**src/design/biquad_shelf_filter_pcm16_macros.svh**
```systemverilog
// Assertion macros used by the biquad shelf filter controller (bqs_ctrl).
// Users must have clk and rst_n in scope; no other dependencies.
`ifndef BIQUAD_SHELF_FILTER_PCM16_MACROS_SVH
`define BIQUAD_SHELF_FILTER_PCM16_MACROS_SVH

// The consequent must hold in the same cycle as the antecedent.
`define BQS_ASSERT_SAME(label, ante, cons, msg) \
  label: assert property (@(posedge clk) disable iff (!rst_n) (ante) |-> (cons)) \
    else $error(msg);

// The consequent must hold in the cycle after the antecedent.
`define BQS_ASSERT_NEXT(label, ante, cons, msg) \
  label: assert property (@(posedge clk) disable iff (!rst_n) (ante) |=> (cons)) \
    else $error(msg);

`endif

```
**src/design/bqs_pkg.sv**
```systemverilog
// Shared types and constants for the biquad shelf filter.
// No dependencies; used by bqs_ctrl, bqs_datapath and the top level.
`default_nettype none

package bqs_pkg;

  localparam int MAX_CHANNELS = 8;
  localparam int CH_W         = $clog2(MAX_CHANNELS);
  localparam int CNT_W        = $clog2(MAX_CHANNELS + 1);
  localparam int ACC_W        = 52;
  localparam int NUM_MAC_TERMS = 5;

  typedef logic signed [ACC_W-1:0] acc_t;

  typedef enum logic [2:0] {
    REG_B0         = 3'd0,
    REG_B1         = 3'd1,
    REG_B2         = 3'd2,
    REG_A1         = 3'd3,
    REG_A2         = 3'd4,
    REG_SCALE      = 3'd5,
    REG_CHAN_COUNT = 3'd6
  } cfg_reg_t;

  // Operand pair selected for the shared multiplier.
  typedef enum logic [2:0] {
    TERM_B0    = 3'd0,
    TERM_B1    = 3'd1,
    TERM_B2    = 3'd2,
    TERM_A1    = 3'd3,
    TERM_A2    = 3'd4,
    TERM_SCALE = 3'd5
  } term_t;

  typedef struct packed {
    logic signed [15:0] sample_in;
    logic               end_of_block;
  } in_item_t;

  typedef struct packed {
    logic signed [15:0] sample_out;
    logic               end_of_block_out;
  } out_item_t;

  typedef struct packed {
    logic  load_in;
    logic  mul_en;
    term_t mul_sel;
    logic  acc_en;
    logic  acc_sub;
    logic  hist_wr;
    logic  out_load;
  } dp_cmd_t;

endpackage

`default_nettype wire

```
**src/design/bqs_ctrl.sv**
```systemverilog
// Sequencing controller for the biquad shelf filter.
// Depends on bqs_pkg and the assertion macro header.
`default_nettype none
`include "biquad_shelf_filter_pcm16_macros.svh"

module bqs_ctrl (
  input  wire logic             clk,
  input  wire logic             rst_n,
  input  wire logic             in_valid,
  output logic                  in_ready,
  output logic                  out_valid,
  input  wire logic             out_ready,
  output bqs_pkg::dp_cmd_t      cmd
);

  typedef enum logic [2:0] {
    S_IDLE,
    S_MAC,
    S_SAT,
    S_SCALE,
    S_OUT
  } state_t;

  localparam logic [2:0] MAC_LAST = 3'(bqs_pkg::NUM_MAC_TERMS);

  state_t       state_r;
  logic [2:0]   cnt_r;
  logic         in_ready_r;
  logic         out_valid_r;
  bqs_pkg::term_t acc_term;

  assign in_ready  = in_ready_r;
  assign out_valid = out_valid_r;

  // The product register lags the operand select, so the
  // accumulator works on the term issued in the previous count.
  assign acc_term = bqs_pkg::term_t'(cnt_r - 3'd1);

  always_comb begin
    cmd          = '0;
    cmd.mul_sel  = bqs_pkg::TERM_B0;
    cmd.load_in  = (state_r == S_IDLE) && in_valid && in_ready_r;
    case (state_r)
      S_MAC: begin
        cmd.mul_en  = (cnt_r < MAC_LAST);
        cmd.mul_sel = bqs_pkg::term_t'(cnt_r);
        cmd.acc_en  = (cnt_r != 3'd0);
        cmd.acc_sub = acc_term inside {bqs_pkg::TERM_A1, bqs_pkg::TERM_A2};
      end
      S_SAT: begin
        cmd.hist_wr = 1'b1;
      end
      S_SCALE: begin
        cmd.mul_en  = 1'b1;
        cmd.mul_sel = bqs_pkg::TERM_SCALE;
      end
      S_OUT: begin
        cmd.out_load = !out_valid_r || out_ready;
      end
      default: begin
        cmd.mul_en = 1'b0;
      end
    endcase
  end

  always_ff @(posedge clk) begin
    if (!rst_n) begin
      state_r     <= S_IDLE;
      cnt_r       <= '0;
      in_ready_r  <= 1'b1;
      out_valid_r <= 1'b0;
    end else begin
      if (cmd.out_load) begin
        out_valid_r <= 1'b1;
      end else if (out_ready) begin
        out_valid_r <= 1'b0;
      end
      case (state_r)
        S_IDLE: begin
          if (cmd.load_in) begin
            state_r    <= S_MAC;
            cnt_r      <= '0;
            in_ready_r <= 1'b0;
          end
        end
        S_MAC: begin
          cnt_r <= cnt_r + 3'd1;
          if (cnt_r == MAC_LAST) begin
            state_r <= S_SAT;
          end
        end
        S_SAT: begin
          state_r <= S_SCALE;
        end
        S_SCALE: begin
          state_r <= S_OUT;
        end
        S_OUT: begin
          if (cmd.out_load) begin
            state_r    <= S_IDLE;
            in_ready_r <= 1'b1;
          end
        end
        default: begin
          state_r    <= S_IDLE;
          in_ready_r <= 1'b1;
        end
      endcase
    end
  end

  `BQS_ASSERT_SAME(a_ready_only_idle, in_ready_r, state_r == S_IDLE, "in_ready outside idle")
  `BQS_ASSERT_NEXT(a_busy_after_accept, in_valid && in_ready_r, !in_ready_r && state_r == S_MAC,
                   "accepted transaction did not start the MAC sequence")
  `BQS_ASSERT_SAME(a_cnt_range, state_r == S_MAC, cnt_r <= MAC_LAST, "MAC count out of range")
  `BQS_ASSERT_NEXT(a_out_load_sets_valid, cmd.out_load, out_valid_r && in_ready_r,
                   "output load did not raise out_valid and reopen input")

endmodule

`default_nettype wire

```
**src/design/bqs_datapath.sv**
```systemverilog
// Datapath of the biquad shelf filter: configuration registers, per-channel
// history, shared multiplier, accumulator and output register. Depends on bqs_pkg.
`default_nettype none

module bqs_datapath (
  input  wire logic               clk,
  input  wire logic               rst_n,
  input  wire bqs_pkg::dp_cmd_t   cmd,
  input  wire bqs_pkg::in_item_t  in_data,
  input  wire logic               cfg_we,
  input  wire logic [2:0]         cfg_index,
  input  wire logic [31:0]        cfg_data,
  output bqs_pkg::out_item_t      out_data
);

  localparam int CH_W  = bqs_pkg::CH_W;
  localparam int CNT_W = bqs_pkg::CNT_W;
  localparam logic [CNT_W-1:0] MAX_CNT = CNT_W'(bqs_pkg::MAX_CHANNELS);

  // Configuration
  logic signed [31:0] b0_r, b1_r, b2_r, a1_r, a2_r;
  logic [14:0]        scale_r;
  logic [3:0]         chan_count_r;

  // Per-channel history
  logic signed [15:0] xh1_r [bqs_pkg::MAX_CHANNELS];
  logic signed [15:0] xh2_r [bqs_pkg::MAX_CHANNELS];
  logic signed [31:0] yh1_r [bqs_pkg::MAX_CHANNELS];
  logic signed [31:0] yh2_r [bqs_pkg::MAX_CHANNELS];
  logic [CH_W-1:0]    pos_r;

  // Working registers
  logic signed [15:0] x_r;
  logic               eob_r;
  logic [CH_W-1:0]    ch_r;
  logic signed [31:0] y_r;
  logic signed [63:0] prod_r;
  bqs_pkg::acc_t      acc_r;
  bqs_pkg::out_item_t out_r;

  logic [CNT_W-1:0]   count_eff;
  logic [CH_W-1:0]    ch_cur;
  logic [CH_W-1:0]    ch_next;
  logic signed [31:0] op_a;
  logic signed [31:0] op_b;
  bqs_pkg::acc_t      term;
  bqs_pkg::acc_t      acc_sh;
  logic signed [31:0] y_sat;
  logic signed [63:0] q_wide;
  logic signed [15:0] q_sat;

  assign out_data = out_r;

  // A zero count behaves as one channel, a count above the history depth as full depth.
  always_comb begin
    if (chan_count_r == 4'd0) begin
      count_eff = CNT_W'(1);
    end else if (CNT_W'(chan_count_r) > MAX_CNT) begin
      count_eff = MAX_CNT;
    end else begin
      count_eff = CNT_W'(chan_count_r);
    end
  end

  assign ch_cur  = ({1'b0, pos_r} >= count_eff) ? '0 : pos_r;
  assign ch_next = (({1'b0, ch_cur} + CNT_W'(1)) >= count_eff) ? '0 : ch_cur + CH_W'(1);

  always_comb begin
    case (cmd.mul_sel)
      bqs_pkg::TERM_B0: begin
        op_a = b0_r;
        op_b = 32'(x_r);
      end
      bqs_pkg::TERM_B1: begin
        op_a = b1_r;
        op_b = 32'(xh1_r[ch_r]);
      end
      bqs_pkg::TERM_B2: begin
        op_a = b2_r;
        op_b = 32'(xh2_r[ch_r]);
      end
      bqs_pkg::TERM_A1: begin
        op_a = a1_r;
        op_b = yh1_r[ch_r];
      end
      bqs_pkg::TERM_A2: begin
        op_a = a2_r;
        op_b = yh2_r[ch_r];
      end
      bqs_pkg::TERM_SCALE: begin
        op_a = y_r;
        op_b = {17'd0, scale_r};
      end
      default: begin
        op_a = '0;
        op_b = '0;
      end
    endcase
  end

  // Feedback products are floored back to Q.30 before they are subtracted.
  assign term = cmd.acc_sub ? bqs_pkg::acc_t'(prod_r >>> 15) : bqs_pkg::acc_t'(prod_r);

  assign acc_sh = acc_r >>> 15;
  always_comb begin
    if ((acc_sh[bqs_pkg::ACC_W-1:31] == '0) || (acc_sh[bqs_pkg::ACC_W-1:31] == '1)) begin
      y_sat = acc_sh[31:0];
    end else if (acc_sh[bqs_pkg::ACC_W-1]) begin
      y_sat = 32'sh8000_0000;
    end else begin
      y_sat = 32'sh7fff_ffff;
    end
  end

  // Truncation toward zero: bias negative products before the arithmetic shift.
  assign q_wide = (prod_r + (prod_r[63] ? 64'sd1073741823 : 64'sd0)) >>> 30;
  always_comb begin
    if ((q_wide[63:15] == '0) || (q_wide[63:15] == '1)) begin
      q_sat = q_wide[15:0];
    end else if (q_wide[63]) begin
      q_sat = 16'sh8000;
    end else begin
      q_sat = 16'sh7fff;
    end
  end

  always_ff @(posedge clk) begin
    if (!rst_n) begin
      b0_r         <= 32'sh4000_0000;
      b1_r         <= '0;
      b2_r         <= '0;
      a1_r         <= '0;
      a2_r         <= '0;
      scale_r      <= 15'd29491;
      chan_count_r <= 4'd1;
    end else if (cfg_we) begin
      case (cfg_index)
        bqs_pkg::REG_B0:         b0_r         <= cfg_data;
        bqs_pkg::REG_B1:         b1_r         <= cfg_data;
        bqs_pkg::REG_B2:         b2_r         <= cfg_data;
        bqs_pkg::REG_A1:         a1_r         <= cfg_data;
        bqs_pkg::REG_A2:         a2_r         <= cfg_data;
        bqs_pkg::REG_SCALE:      scale_r      <= cfg_data[14:0];
        bqs_pkg::REG_CHAN_COUNT: chan_count_r <= cfg_data[3:0];
        default: begin
        end
      endcase
    end
  end

  always_ff @(posedge clk) begin
    if (!rst_n) begin
      pos_r <= '0;
      for (int i = 0; i < bqs_pkg::MAX_CHANNELS; i++) begin
        xh1_r[i] <= '0;
        xh2_r[i] <= '0;
        yh1_r[i] <= '0;
        yh2_r[i] <= '0;
      end
    end else begin
      if (cmd.load_in) begin
        pos_r <= ch_next;
      end
      if (cmd.hist_wr) begin
        xh2_r[ch_r] <= xh1_r[ch_r];
        xh1_r[ch_r] <= x_r;
        yh2_r[ch_r] <= yh1_r[ch_r];
        yh1_r[ch_r] <= y_sat;
      end
    end
  end

  always_ff @(posedge clk) begin
    if (cmd.load_in) begin
      x_r   <= in_data.sample_in;
      eob_r <= in_data.end_of_block;
      ch_r  <= ch_cur;
      acc_r <= '0;
    end else if (cmd.acc_en) begin
      acc_r <= cmd.acc_sub ? acc_r - term : acc_r + term;
    end
    if (cmd.mul_en) begin
      prod_r <= op_a * op_b;
    end
    if (cmd.hist_wr) begin
      y_r <= y_sat;
    end
    if (cmd.out_load) begin
      out_r.sample_out       <= q_sat;
      out_r.end_of_block_out <= eob_r;
    end
  end

endmodule

`default_nettype wire

```
**src/design/biquad_shelf_filter_pcm16.sv**
```systemverilog
// Per-channel direct form I biquad with output gain for interleaved 16-bit PCM.
// Transactions enter on in_valid/in_ready with an in_item_t payload (sample and
// end-of-block mark) and leave on out_valid/out_ready as an out_item_t.
// Channels are interleaved; each sample uses the history of its own channel and
// the channel position wraps at channel_count (zero acts as one, more than 8 as 8).
// Coefficients, output scale and channel count are written through the cfg port
// (index 0..6: b0, b1, b2, a1, a2, output_scale, channel_count); cfg_ready is
// always high and writes to other indexes are dropped. Write only while idle.
// From acceptance to the output register loading, an item goes through the
// MAC steps on one shared 32x32 multiplier and accumulator for the five filter
// terms, a step to saturate and update history, a step for the scale multiply
// and a step to round and load. out_valid rises with the output register load.
// The block works on one transaction at a time; in_ready returns when the
// result is loaded, so no new sample is taken before the last one is through,
// and the next sample can be taken while the result waits.
// If the receiver stalls, the finished item waits in the output register and
// the next item stalls in its final step until that register is free.
// Synchronous active-low reset restores the register defaults, clears all
// history and the channel position, and drops any pending output.
// Depends on bqs_pkg, bqs_ctrl and bqs_datapath.
`default_nettype none

module biquad_shelf_filter_pcm16 (
  input  wire logic               clk,
  input  wire logic               rst_n,
  input  wire logic               in_valid,
  output logic                    in_ready,
  input  wire bqs_pkg::in_item_t  in_data,
  output logic                    out_valid,
  input  wire logic               out_ready,
  output bqs_pkg::out_item_t      out_data,
  input  wire logic               cfg_valid,
  output logic                    cfg_ready,
  input  wire logic [2:0]         cfg_index,
  input  wire logic [31:0]        cfg_data
);

  bqs_pkg::dp_cmd_t cmd;

  assign cfg_ready = 1'b1;

  bqs_ctrl u_ctrl (
    .clk       (clk),
    .rst_n     (rst_n),
    .in_valid  (in_valid),
    .in_ready  (in_ready),
    .out_valid (out_valid),
    .out_ready (out_ready),
    .cmd       (cmd)
  );

  bqs_datapath u_datapath (
    .clk       (clk),
    .rst_n     (rst_n),
    .cmd       (cmd),
    .in_data   (in_data),
    .cfg_we    (cfg_valid && cfg_ready),
    .cfg_index (cfg_index),
    .cfg_data  (cfg_data),
    .out_data  (out_data)
  );

endmodule

`default_nettype wire

```
**config.mk**
```make
export PLATFORM = sky130hd
export DESIGN_NAME = biquad_shelf_filter_pcm16
export DESIGN_NICKNAME = d
export VERILOG_FILES = /design/src/design/bqs_pkg.sv /design/src/design/bqs_ctrl.sv /design/src/design/bqs_datapath.sv /design/src/design/biquad_shelf_filter_pcm16.sv
export VERILOG_INCLUDE_DIRS = /design/src /design/src/design
export SDC_FILE = /design/constraint.sdc
export NUM_CORES = 2
export LEC_CHECK = 0
export CAP_MARGIN = 30
export CORE_UTILIZATION = 60
export CTS_CLUSTER_DIAMETER = 100
export DETAILED_ROUTE_END_ITERATION = 12
export DONT_BUFFER_PORTS = 1
export PLACE_DENSITY_LB_ADDON = 0.15
export SLEW_MARGIN = 20
export SYNTH_ARGS = -nofsm -noshare
export SYNTH_HDL_FRONTEND = slang
export SYNTH_SLANG_ARGS = --single-unit
```
**constraint.sdc**
```tcl
create_clock -name clk -period 17.9 [get_ports clk]
set_input_delay 0 -clock clk [delete_from_list [all_inputs] [get_ports clk]]
set_output_delay 0 -clock clk [all_outputs]
set_load 0.02 [all_outputs]
```
; ---- After elaboration in Yosys (flattened, before gate mapping)
; Memories as Yosys holds them, arrays and structs flattened. A register that Yosys moved wholly into a read port is not among the register bits.
; Index checks and enable logic that the tools add are counted.
; W data, S select, Z words.
[classes]
n_addsub = 7
n_mul = 1
n_lt_le_gt_ge = 4
n_eq_ne = 23
muxes = 49
bitwise = 1
reduce_logical = 31
[ops]
columns = operator, count
row1 = $pmux W32 S6, 2
row2 = $mux W32, 4
row3 = $mux W52, 2
row4 = $add A64 B64 Y64, 1
row5 = $mul A32 B32 Y64, 1
row6 = $mux W16, 4
row7 = $reduce_or A32 Y1, 2
row8 = $add A52 B52 Y52, 1
row9 = $sub A52 B52 Y52, 1
row10 = $eq A49 B49 Y1 const B, 1
row11 = $logic_not A49 Y1, 1
row12 = $mux W3, 14
row13 = $reduce_or A16 Y1, 2
row14 = $mux W30, 1
row15 = $eq A3 B3 Y1 const B, 8
row16 = $eq A21 B21 Y1 const B, 1
row17 = $eq A3 B2 Y1 const B, 7
row18 = $logic_not A21 Y1, 1
row19 = $reduce_and A2 Y1, 8
row20 = $pmux W3 S5, 1
row21 = $mux W1, 14
row22 = $pmux W3 S2, 2
row23 = $eq A3 B1 Y1 const B, 3
row24 = $logic_not A3 Y1, 3
row25 = other kinds (22), 31
[totals]
ff_bits = 375
mem_bits_rw = 768
inputBits = 57
out_inout_bits = 20
elab_cells = 140
memories = 4
[memory_table]
columns = memory, words, width, read_ports, rd_clocked_by_memory_dff, write_ports, line
row1 = u_datapath.yh1_r, 8, 32, 1, 1, 8, bqs_datapath.sv:28  ; logic signed [31:0] yh1_r [bqs_pkg::MAX_CHANNELS];
row2 = u_datapath.yh2_r, 8, 32, 1, 1, 8, bqs_datapath.sv:29  ; logic signed [31:0] yh2_r [bqs_pkg::MAX_CHANNELS];
row3 = u_datapath.xh1_r, 8, 16, 1, 1, 8, bqs_datapath.sv:26  ; logic signed [15:0] xh1_r [bqs_pkg::MAX_CHANNELS];
row4 = u_datapath.xh2_r, 8, 16, 1, 1, 8, bqs_datapath.sv:27  ; logic signed [15:0] xh2_r [bqs_pkg::MAX_CHANNELS];

; ---- Logic depth before layout (Yosys ltp)
[logic_depth]
word_depth = 8
ltp_mapped = 39
depth_no_buf = 36

; ---- Modules after synthesis
; Synthesis repeated with hierarchy kept, for this count alone.
[hier_totals]
cells_unflattened = 8405
hier_area_um2 = 89123.0
[modules_own_cells]
columns = mod, instances, cells_per_inst, area_per_inst_um2, seq_area_each_um2
row1 = bqs_datapath, 1, 8339, 88585.0, 31800.5
row2 = bqs_ctrl, 1, 64, 526.8, 160.2
row3 = biquad_shelf_filter_pcm16, 1, 2, 11.3, 0.0

; ---- Worst setup path after synthesis
; Ideal clock, no wire load.
[synth_path]
path_kind = reg2reg
from = reg (tool-made name)
to = reg u_datapath.prod_r[63], data pin
setup_time_ps = 261
t_arrival_ps = 9855
t_required_ps = 17639
setup_slack_ps = 7784
path_stages_with_launch = 36
n_path_buf = 7
synth_period_minus_slack_ps = 10116
cell_sequence = dfxtp_1 buf_4 buf_2 buf_2 buf_2 buf_2 mux4_2 mux2i_1 o22ai_1 nor2_1 clkbuf_1 nor2_1 fa_1 inv_1 fa_1 inv_1 fa_1 inv_1 fa_1 inv_1 fa_1 fa_1 fa_1 fa_1 ha_1 clkbuf_1 a21o_1 a211oi_1 o21ai_0 a31o_2 a221o_1 o21ai_0 a21oi_1 o211ai_1 nand2_1 o311a_1
[synth_lines]
columns = item, line
row1 = "end signal, assigned", bqs_datapath.sv:183  ; prod_r <= op_a * op_b;
row2 = "end, declared", bqs_datapath.sv:37  ; logic signed [63:0] prod_r;

==> summary.txt <==
CTS
  – Clock transition at the registers of the reported paths: 0.06 ns
  – Htree depth: 3
  – Root Buffer Master: clkbuf_16
  – Later-pin clock latency in the skew report: 0.81 ns
  – CTS tree: done
  – Max Root-Sink Buffers: 3
  – Postcts setup bufs: 0
  – Clock sinks: 1146
  – CTS Buf Count: 115

Timing
  – Final Cycle Share: 0.6811
  – Fin Setup TNS: 0 ns
  – Final hold violations: 0
  – Max Fclk: 82.03 MHz
  – Slew @ Worst Pin: 1.165 ns
  – Min Clock Period, post-route: 12.19 ns
  – Setup Skew: 0.1204 ns
  – Unrepaired setup endpoints after global routing: false
  – Rel. slew slack: 0.2231
  – Final setup viols: 0
  – Slew Limit Fails: 0

GRT
  – Total congestion overflow: 0
  – First-pass GRT wire length: 411100 um
  – Largest net degree at the start of global routing: 107
  – Vias in the first global route: 65680
  – Total GRT Usage: 0.3752
  – Antenna violations before repair: 8

Placed design
  – RePlAce Congestion: 0.9960
  – Dpl hpwl: 188000 um
  – Placed inst area: 91120 um2
  – Port Buf Inserts: 0

Synthesis
  – Synthesis Warnings: 0
  – Cell accounting for the most synthesized area: edfxtp_1
  – Yosys top cell area share: 0.3059
  – Post-synth top flop: edfxtp_1
  – Number of library cell types mapped by synthesis: 83
  – Synth Net Count: 9850
  – Post-synthesis sequential element count: 1146
  – Syn_area_per_cell: 10.49 um2
  – Mapped Area: 88430 um2
  – Register area share after synthesis: 0.3614
  – Ranking of synthesized cells by area: edfxtp_1, fa_1, dfxtp_1
  – Asr flop ratio synth: 0
  – Post-synth EDFFs: 901
  – Cells after Synth: 8433

Floorplanning
  – Die area: 148900 um2
  – IO Count: 77
  – Core Area: 145900 um2
  – Chip Height: 385.9 um
  – Rows: 140
  – Die X: 385.9 um
  – Initial Util: 0.6061

Setup path
  – CP endpoint kind: flip-flop
  – Crit. path cell count: 31
  – Crit start category: flip-flop
  – Slowest CP cell: dfxtp_4
  – CP most frequent cell: fa_1
  – Crit path required time: 18.34 ns
  – Worst reg-to-reg path cell count: 31
  – Critical path class: flip-flop to flip-flop
  – Slowest cell delay on critical path: 0.87 ns
  – Buf/Inv on CP: 6
  – Worst endpoint data arrival time: 12.63 ns
  – Worst path top cell family by delay: adder cells
  – Crit Path Max Fanout: 41

Power
  – Pwr dens: 106.2 nW/um2
  – Total power: 10.24 mW
  – Leak Pwr: 41.20 nW
  – Worst vdd ir: 0.1137 mV

Final layout
  – Design area: 96430 um2
  – P&R area growth vs syn: 9.036%
  – Fillers: 11170
  – Share of layout cells above drive strength 1: 0.08606
  – Nets: 9787

Routing
  – Via density: 6.248
  – DR vias: 64960
  – Final wirelength: 274600 um
  – Average wire per standard cell: 26.42 um
  – First-iteration detailed-routing DRC count: 6846
  – Antenna Nets Post-Route: 0
  – DRT Pass-1 Iters: 6
  – DRC viols: 0

Job
  – Max-cap viol count: 0

Run status
  – Status: completed

Hold path
  – Hold path cells: 3
  – Worst hold path class: primary input to flip-flop
## state kept, by name (all words and copies together) (netlist names), 3 cells and up, named ones only
signal	cells
u_datapath.xh2_r	128
u_datapath.xh1_r	128
u_ctrl.state_r	3
u_datapath.a1_r	32
u_datapath.out_data	17
u_ctrl.cnt_r	3
u_datapath.acc_r	52
u_datapath.y_r	32
u_datapath.chan_count_r	4
u_datapath.b1_r	32
u_datapath.ch_r	3
u_datapath.yh1_r	256
u_datapath.scale_r	15
u_datapath.a2_r	32
u_datapath.b2_r	32
u_datapath.x_r	16
u_datapath.pos_r	3
u_datapath.yh2_r	256
u_datapath.b0_r	32
u_datapath.prod_r	64
## cell type report
| type | instances | area (um2) | share of cell area |
|---|---|---|---|
| diodes | 8 | 20.02 | 0.0002076 |
| clock buffers | 152 | 3179 | 0.03297 |
| clock inverters | 66 | 935.9 | 0.009706 |
| inverters | 1105 | 4150 | 0.04304 |
| multi-input cells | 5700 | 51110 | 0.5300 |
| flip-flops and latches | 1146 | 31970 | 0.3316 |
| well taps | 1917 | 2399 | 0.02487 |
| repair buffers | 302 | 2661 | 0.02760 |
## cells in the mapped netlist (all sizes together), types with 10 or more instances
cell and number:
nor2 1286, inv 1103, nand2 1092, fa 1083, edfxtp 901, clkbuf 431, a21oi 374, ha 277
dfxtp 245, mux4 192, o21ai 178, mux2i 127, and3 122, xnor2 117, a21o 77, nand2b 65
xor2 63, and2 62, nor3 58, nand3 55, buf 51, a221oi 36, a221o 35, a222oi 32
nand4 30, nor2b 30, o22ai 29, nor4 23, a22oi 20, o21a 20, o21bai 20, a211oi 18
a31oi 16, or3 16, or2 15, o211ai 12, o221ai 10
## where the power goes
| group | switching, mW | internal (mW) | total (mW) |
|---|---|---|---|
| clock | 1.10 | 1.50 | 2.59 |
| combinational | 2.84 | 1.47 | 4.31 |
| sequential | 0.210 | 3.13 | 3.34 |
| total | 4.15 | 6.09 | 10.2 |
## layout by cell type, fill, tap and decap left out, types with 17 or more instances in the layout
| master | n |
|---|---|
| nor2_1 | 1270 |
| clkbuf_1 | 21 |
| nand2b_1 | 65 |
| o21ai_0 | 171 |
| ha_1 | 277 |
| nor2b_1 | 28 |
| a21oi_1 | 371 |
| and2_1 | 61 |
| o21a_1 | 19 |
| edfxtp_1 | 901 |
| and3_1 | 122 |
| a211oi_1 | 17 |
| mux4_2 | 192 |
| fa_1 | 1083 |
| o21bai_1 | 20 |
| nor4_1 | 17 |
| nand2_1 | 1077 |
| dlygate4sd3_1 | 101 |
| xor2_1 | 63 |
| xnor2_1 | 117 |
| nor3_1 | 42 |
| a222oi_1 | 32 |
| nand3_1 | 49 |
| a221oi_2 | 24 |
| a22oi_1 | 20 |
| inv_1 | 1102 |
| a221o_1 | 34 |
| buf_4 | 189 |
| clkbuf_16 | 116 |
| mux2i_1 | 125 |
| nand4_1 | 30 |
| o22ai_1 | 29 |
| clkinv_2 | 22 |
| dfxtp_1 | 242 |
| a21o_1 | 77 |
## worst reg2reg max path, delay by kind of cell (launching register included)
kind,cells,cell delay [ns]
muxes,2,1.33
adders and majority gates,9,4.57
buffers and inverters,6,1.94
and+or+nand+nor,3,0.55
xor gates and xnor gates,1,0.08
DFF,1,0.87
AOI/OAI and AO/OA,10,2.58
## routing by layer
layer	up-vias	global-route usage	wire, um
met5	-	0.006173	151
met4	8	0.1734	14710
met3	728	0.1218	37570
met2	4043	0.5619	121800
met1	32670	0.4980	100400
li1	27510	-	-
## cells by family after synthesis
| family | share of synthesized area |
|---|---|
| AND/OR/NAND/NOR | 0.1376 |
| buffers and inverters | 0.06793 |
| adder cells (fa/ha/maj) | 0.2844 |
| flip-flops | 0.3614 |
| AO/OA/AOI/OAI | 0.06729 |
| multiplexers | 0.06353 |
| XOR/XNOR | 0.01783 |
| other | 0.00004240 |
## worst paths after layout
| kind | slack (ns) | startpoint | endpoint |
|---|---|---|---|
| max | 5.71 | flip-flop | u_datapath.prod_r[60]$_DFFE_PP_ |
| min | 0.04 | cfg_data[22] | u_datapath.b0_r[22]$_SDFFE_PN0P_ |
| max reg2reg | 5.71 | flip-flop | u_datapath.prod_r[60]$_DFFE_PP_ |
| min reg2reg | 0.43 | u_datapath.eob_r$_DFFE_PP_ | u_datapath.out_data[0]$_DFFE_PP_ |
## through the flow
stage          hold slack [ns]  setup slack (ns)  std cells    util
3_3_place_gp           0.06896             6.016      10050  0.6235
4_1_cts               0.001909             5.758      10380  0.6597
3_5_place_dp           0.06885             5.797      10060  0.6245
2_1_floorplan          0.09887             7.784       8433       -
6_report               0.03976             5.709      10400  0.6608
5_1_grt                0.02726             5.161      10390  0.6608
## timing repair
action / in CTS / in global routing
endpoints found under the hold margin: 281 / 77
hold buffers: 101 / 1
gates resized for setup: 0 / 0
Power figures use the tool's default switching activity.
